$ cat src/design/clook_pkg.sv
// Shared types and codes for the C-LOOK request scheduler.
// No dependencies; used by the cell, the top level and the checker.
package clook_pkg;

    localparam int SECTOR_W = 48;
    localparam int COUNT_W  = 16;
    localparam int TAG_W    = 8;
    localparam int HEAD_W   = 49;
    localparam int OP_W     = 2;
    localparam int STATUS_W = 3;

    // Operation codes
    localparam logic [OP_W-1:0] OP_ADD      = 2'd0;
    localparam logic [OP_W-1:0] OP_DISPATCH = 2'd1;
    localparam logic [OP_W-1:0] OP_REMOVE   = 2'd2;
    localparam logic [OP_W-1:0] OP_NONE     = 2'd3;

    // Result status codes
    localparam logic [STATUS_W-1:0] STS_ADDED      = 3'd0;
    localparam logic [STATUS_W-1:0] STS_DISPATCHED = 3'd1;
    localparam logic [STATUS_W-1:0] STS_REMOVED    = 3'd2;
    localparam logic [STATUS_W-1:0] STS_EMPTY      = 3'd3;
    localparam logic [STATUS_W-1:0] STS_FULL       = 3'd4;
    localparam logic [STATUS_W-1:0] STS_NOTFOUND   = 3'd5;

    typedef struct packed {
        logic [OP_W-1:0]     op;
        logic [TAG_W-1:0]    request_tag;
        logic [SECTOR_W-1:0] start_sector;
        logic [COUNT_W-1:0]  sector_count;
    } t_in_beat;

    typedef struct packed {
        logic [STATUS_W-1:0] status;
        logic [TAG_W-1:0]    out_tag;
        logic [SECTOR_W-1:0] out_sector;
        logic [COUNT_W-1:0]  out_count;
    } t_out_beat;

    // One pending request held in a cell
    typedef struct packed {
        logic [SECTOR_W-1:0] sector;
        logic [COUNT_W-1:0]  count;
        logic [TAG_W-1:0]    tag;
    } t_entry;

    // Control broadcast from the sequencer to every cell
    typedef struct packed {
        logic            capture;
        logic            commit;
        logic [OP_W-1:0] op;
        logic            wrap;
    } t_cell_ctrl;

endpackage

$ cat src/design/clook_cell.sv
// One slot of the sorted request row: holds an entry and a match flag.
// Depends on clook_pkg; instantiated in a row by the top level.
module clook_cell #(
    parameter int INDEX = 0,
    parameter int OCC_W = 6
) (
    input  logic                          i_clk,
    input  logic                          i_rst_n,
    input  clook_pkg::t_cell_ctrl         i_ctrl,
    input  logic [OCC_W-1:0]              i_occupancy,
    input  clook_pkg::t_in_beat           i_item,
    input  logic [clook_pkg::HEAD_W-1:0]  i_head,
    input  clook_pkg::t_entry             i_prev,
    input  clook_pkg::t_entry             i_next,
    input  logic                          i_found,
    output logic                          o_found,
    output logic                          o_first,
    output clook_pkg::t_entry             o_entry
);

    clook_pkg::t_entry r_entry, n_entry;
    logic              r_hit, n_hit;
    logic              occupied;

    assign occupied = OCC_W'(INDEX) < i_occupancy;

    // Compare phase: flag this slot against the incoming item
    always_comb begin
        case (i_ctrl.op)
            clook_pkg::OP_ADD:
                n_hit = !(occupied && (r_entry.sector < i_item.start_sector));
            clook_pkg::OP_DISPATCH:
                n_hit = occupied && !({1'b0, r_entry.sector} < i_head);
            clook_pkg::OP_REMOVE:
                n_hit = occupied && (r_entry.tag == i_item.request_tag);
            default:
                n_hit = 1'b0;
        endcase
    end

    always_ff @(posedge i_clk) begin
        if (!i_rst_n) begin
            r_hit <= 1'b0;
        end else if (i_ctrl.capture) begin
            r_hit <= n_hit;
        end
    end

    // Found chain: first flagged slot along the row
    assign o_first = r_hit && !i_found;
    assign o_found = i_found || r_hit;

    // Update phase: insert, shift up, or close the gap
    always_comb begin
        n_entry = r_entry;
        if (i_ctrl.commit) begin
            case (i_ctrl.op)
                clook_pkg::OP_ADD: begin
                    if (o_first) begin
                        n_entry.sector = i_item.start_sector;
                        n_entry.count  = i_item.sector_count;
                        n_entry.tag    = i_item.request_tag;
                    end else if (i_found) begin
                        n_entry = i_prev;
                    end
                end
                clook_pkg::OP_DISPATCH, clook_pkg::OP_REMOVE: begin
                    if (o_found || i_ctrl.wrap) begin
                        n_entry = i_next;
                    end
                end
                default: n_entry = r_entry;
            endcase
        end
    end

    always_ff @(posedge i_clk) begin
        r_entry <= n_entry;
    end

    assign o_entry = r_entry;

endmodule

$ cat config.mk
export PLATFORM = sky130hd
export DESIGN_NAME = clook_cell
export DESIGN_NICKNAME = d
export VERILOG_FILES = /design/src/design/clook_pkg.sv /design/src/design/clook_cell.sv
export SDC_FILE = /design/constraint.sdc
export NUM_CORES = 1
export LEC_CHECK = 0
export ABC_CLOCK_PERIOD_IN_PS = 4200
export CAP_MARGIN = 20
export CORE_AREA = 5 5 133 135
export CTS_BUF_LIST = sky130_fd_sc_hd__clkbuf_4 sky130_fd_sc_hd__clkbuf_8 sky130_fd_sc_hd__clkbuf_16
export CTS_CLUSTER_DIAMETER = 60
export DETAILED_ROUTE_END_ITERATION = 7
export DIE_AREA = 0 0 138 140
export DONT_BUFFER_PORTS = 1
export SLEW_MARGIN = 25
export SYNTH_ARGS = -nofsm -noshare
export SYNTH_HDL_FRONTEND = slang
export SYNTH_SLANG_ARGS = --single-unit
$ cat constraint.sdc
create_clock -name i_clk -period 4.2 [get_ports i_clk]
set_input_delay 0.84 -clock i_clk [delete_from_list [all_inputs] [get_ports i_clk]]
set_output_delay 0.84 -clock i_clk [all_outputs]
set_load 0.01 [all_outputs]
==> results.toml <==
[power]
powerDensity_nw_per_um2 = 330
leakagePower_nw = 3.10
peakVddDrop_uv = 168
total_power_mw = 2.23

[cts]
cts_tree = "built"
clockBufferDepth = 2
post_cts_resized = 0
htreeDepth = 3
cts.sinks = 73
cts_hold_buffers = 0
clockRootBuffer = "clkbuf_16"
numCtsBuffers = 9
post_cts_buffers = 0
clk_latency_ps = 330
clk_pin_slew_ps = 60

[setup_path]
critical-path-slowest-cell = "a2111oi_0"
required_ps = 4450
end_kind = "flip-flop"
crit_path_max_incr_delay_ps = 570
crit_arrival_ps = 3090
crit_path_start_kind = "primary input"
critical_path_peak_fanout = 3
rr_worst_depth = 8
worstPathCellList = "inv_1 -> ha_1 -> nand4_1 -> nor4_1 -> nand4_1 -> a2111oi_0 -> or4_1 -> nor4_1 -> o211ai_1"
criticalPathCategory = "primary input to flip-flop"

[floorplanning]
rows = 47
core-area_um2 = 16300
dieArea_um2 = 19300
fp.dieH_um = 140
initial_core_util_pct = 37.9
io_pins = 355
dieWidth_um = 138

[synth]
synthTopCellsByArea = "edfxtp_1 (35%), ha_1 (20%), a21oi_1 (6.8%), o21ai_0 (6.7%), inv_1 (5.8%)"
synth_top_area_share_pct = 34.9
syn-cell-area_um2 = 6200
syn_avg_cell_area_um2 = 8.43
synth_nets = 1114
ys_seq_area_share_pct = 35.2
synth_edf_count = 72
synth_area_leader_cell = "edfxtp_1"
synth-seq-cells = 73
ys_warn_count = 0
synth.distinct_cells = 44
netlist_instances = 736
synth_flop_cell = "edfxtp_1"
async_flop_share_pct = 0

[grt]
grt_pass1_vias = 5049
grt-ovfl-total = 0
grt_max_degree = 85
grtUsageTotal_pct = 19.2
grt_pass1_wl_um = 29200
antenna_found_initial = 0

[placement]
dp.cells = 931
gp_congestion = 0.889
port-buffer-count = 0
hpwl_um = 16300

[route]
first_pass_iters = 5
drc_errors = 0
wl_per_cell_um = 20.4
routed_wl_um = 19300
ant_nets = 0
vias = 5107
vias_per_cell = 5.39
dr.first_iter.drc_count = 232

[sta]
rsz0062_at_grt = "no"
setup_violations = 0
skew_ps = 6.16
finalMaxSlewViolations = 0
max_slew_margin_pct = 55.9
timing.fmax_mhz = 352
min_period_over_period_pct = 67.7
setup_tns_ps = 0
finalCriticalPeriod_ps = 2840
tightest_slew_ps = 646
hold_viol_final = 0

[worst_hold_path]
hold_path_depth = 2
hp-class = "primary input to flip-flop"

[outcome]
status = "finished clean"

[cells_and_area]
syn2layout_area_growth_pct = 9.00
post_layout_nonfiller_instances = 947
fin_nets = 1100
diodes = 0
layout-drive-gt1-share_pct = 4.13

[flow_run]
maxCapViolations = 0
## Yosys cell counts, types with 2 or more instances
master     number
a21o_1         16
a2111oi_0       3
nand4_1        14
nor4_1          3
edfxtp_1       72
clkbuf_1       26
or4_1           2
nand4b_1        2
nor2_1         61
xor2_1          7
nor3_1          6
or2_2           2
a21oi_1        84
o221a_2         2
nand2_1        94
mux2i_1        25
nand2b_1        3
o21ai_0        83
o211ai_1        2
inv_1          96
ha_1           97
nand3_1        10
buf_1           3
nor2b_1         3
## path summary, 6_finish.rpt
check	start	end	slack [ps]
max	i_item[46]	r_hit	1360
min	i_next[2]	o_entry[2]	700
max reg2reg	o_entry[54]	r_hit	1370
min reg2reg	r_hit	r_hit	820
## flip-flops by register name, indices dropped and copies added, names as in the netlist
signal and count:
o_entry 72, r_hit 1
## through the flow
| stage | utilization (%) | instance area (um2) | hold slack [ps] | setup slack, ps |
|---|---|---|---|---|
| CTS | 41.3 | 6760 | 683 | 1260 |
| global placement | 39.4 | 6440 | 786 | 983 |
| detailed placement | 39.4 | 6440 | 797 | 933 |
| global route | 41.3 | 6760 | 696 | 1090 |
| floorplan | - | 6200 | 676 | 1010 |
| finish | 41.3 | 6760 | 700 | 1360 |
## routing by layer
| metal | vias to the layer above | share of wire [%] | GRT usage (%) |
|---|---|---|---|
| li1 | 2559 | - | - |
| met1 | 2293 | 40 | 22.9 |
| met2 | 237 | 51 | 34.3 |
| met3 | 18 | 7.7 | 5.11 |
| met4 | 0 | 1.5 | 5.30 |
| met5 | - | 0 | 0 |
## where the power goes
group          internal (mW)  total, mW  switching (mW)
clock                  0.520      0.834           0.314
sequential             0.885      0.968          0.0833
combinational          0.170      0.426           0.256
total                   1.58       2.23           0.653
## critical path, delay by kind of cell
family                     cells  cell delay (ps)
buffers and inverters          1               40
and+or+nand+nor                5             1220
adders and majority gates      1              320
AOI/OAI and AO/OA              2              680
## final cells by class
type	instances	area, um2
Tap cell	220	275
Clock inverter	7	95.1
Inverter	97	364
Sequential cell	73	2180
Fill cell	1690	9590
Clock buffer	9	225
Multi-Input combinational cell	537	3570
Timing Repair Buffer	4	42.5
## logic make-up after synthesis
kind of cell,Yosys count,synth area share [%]
AO/OA/AOI/OAI,204,18.3
AND/OR/NAND/NOR,203,14.2
buffers and inverters,126,7.63
adder cells (fa/ha/maj),97,19.6
flip-flops,73,35.2
multiplexers,25,4.04
XOR/XNOR,8,1.13
## layout by cell type (no fill, tap or decap), drive strengths merged, types with 4 or more instances in the layout
cell type,n
buf,4
a21oi,84
o21ai,84
ha,97
xor2,7
inv,97
nand3,10
nand2,94
clkinv,4
edfxtp,72
clkbuf,9
nand4,14
nor4,4
mux2i,25
nor3,6
a21o,16
nor2,61
No activity file was read; power rests on OpenSTA's default activity.
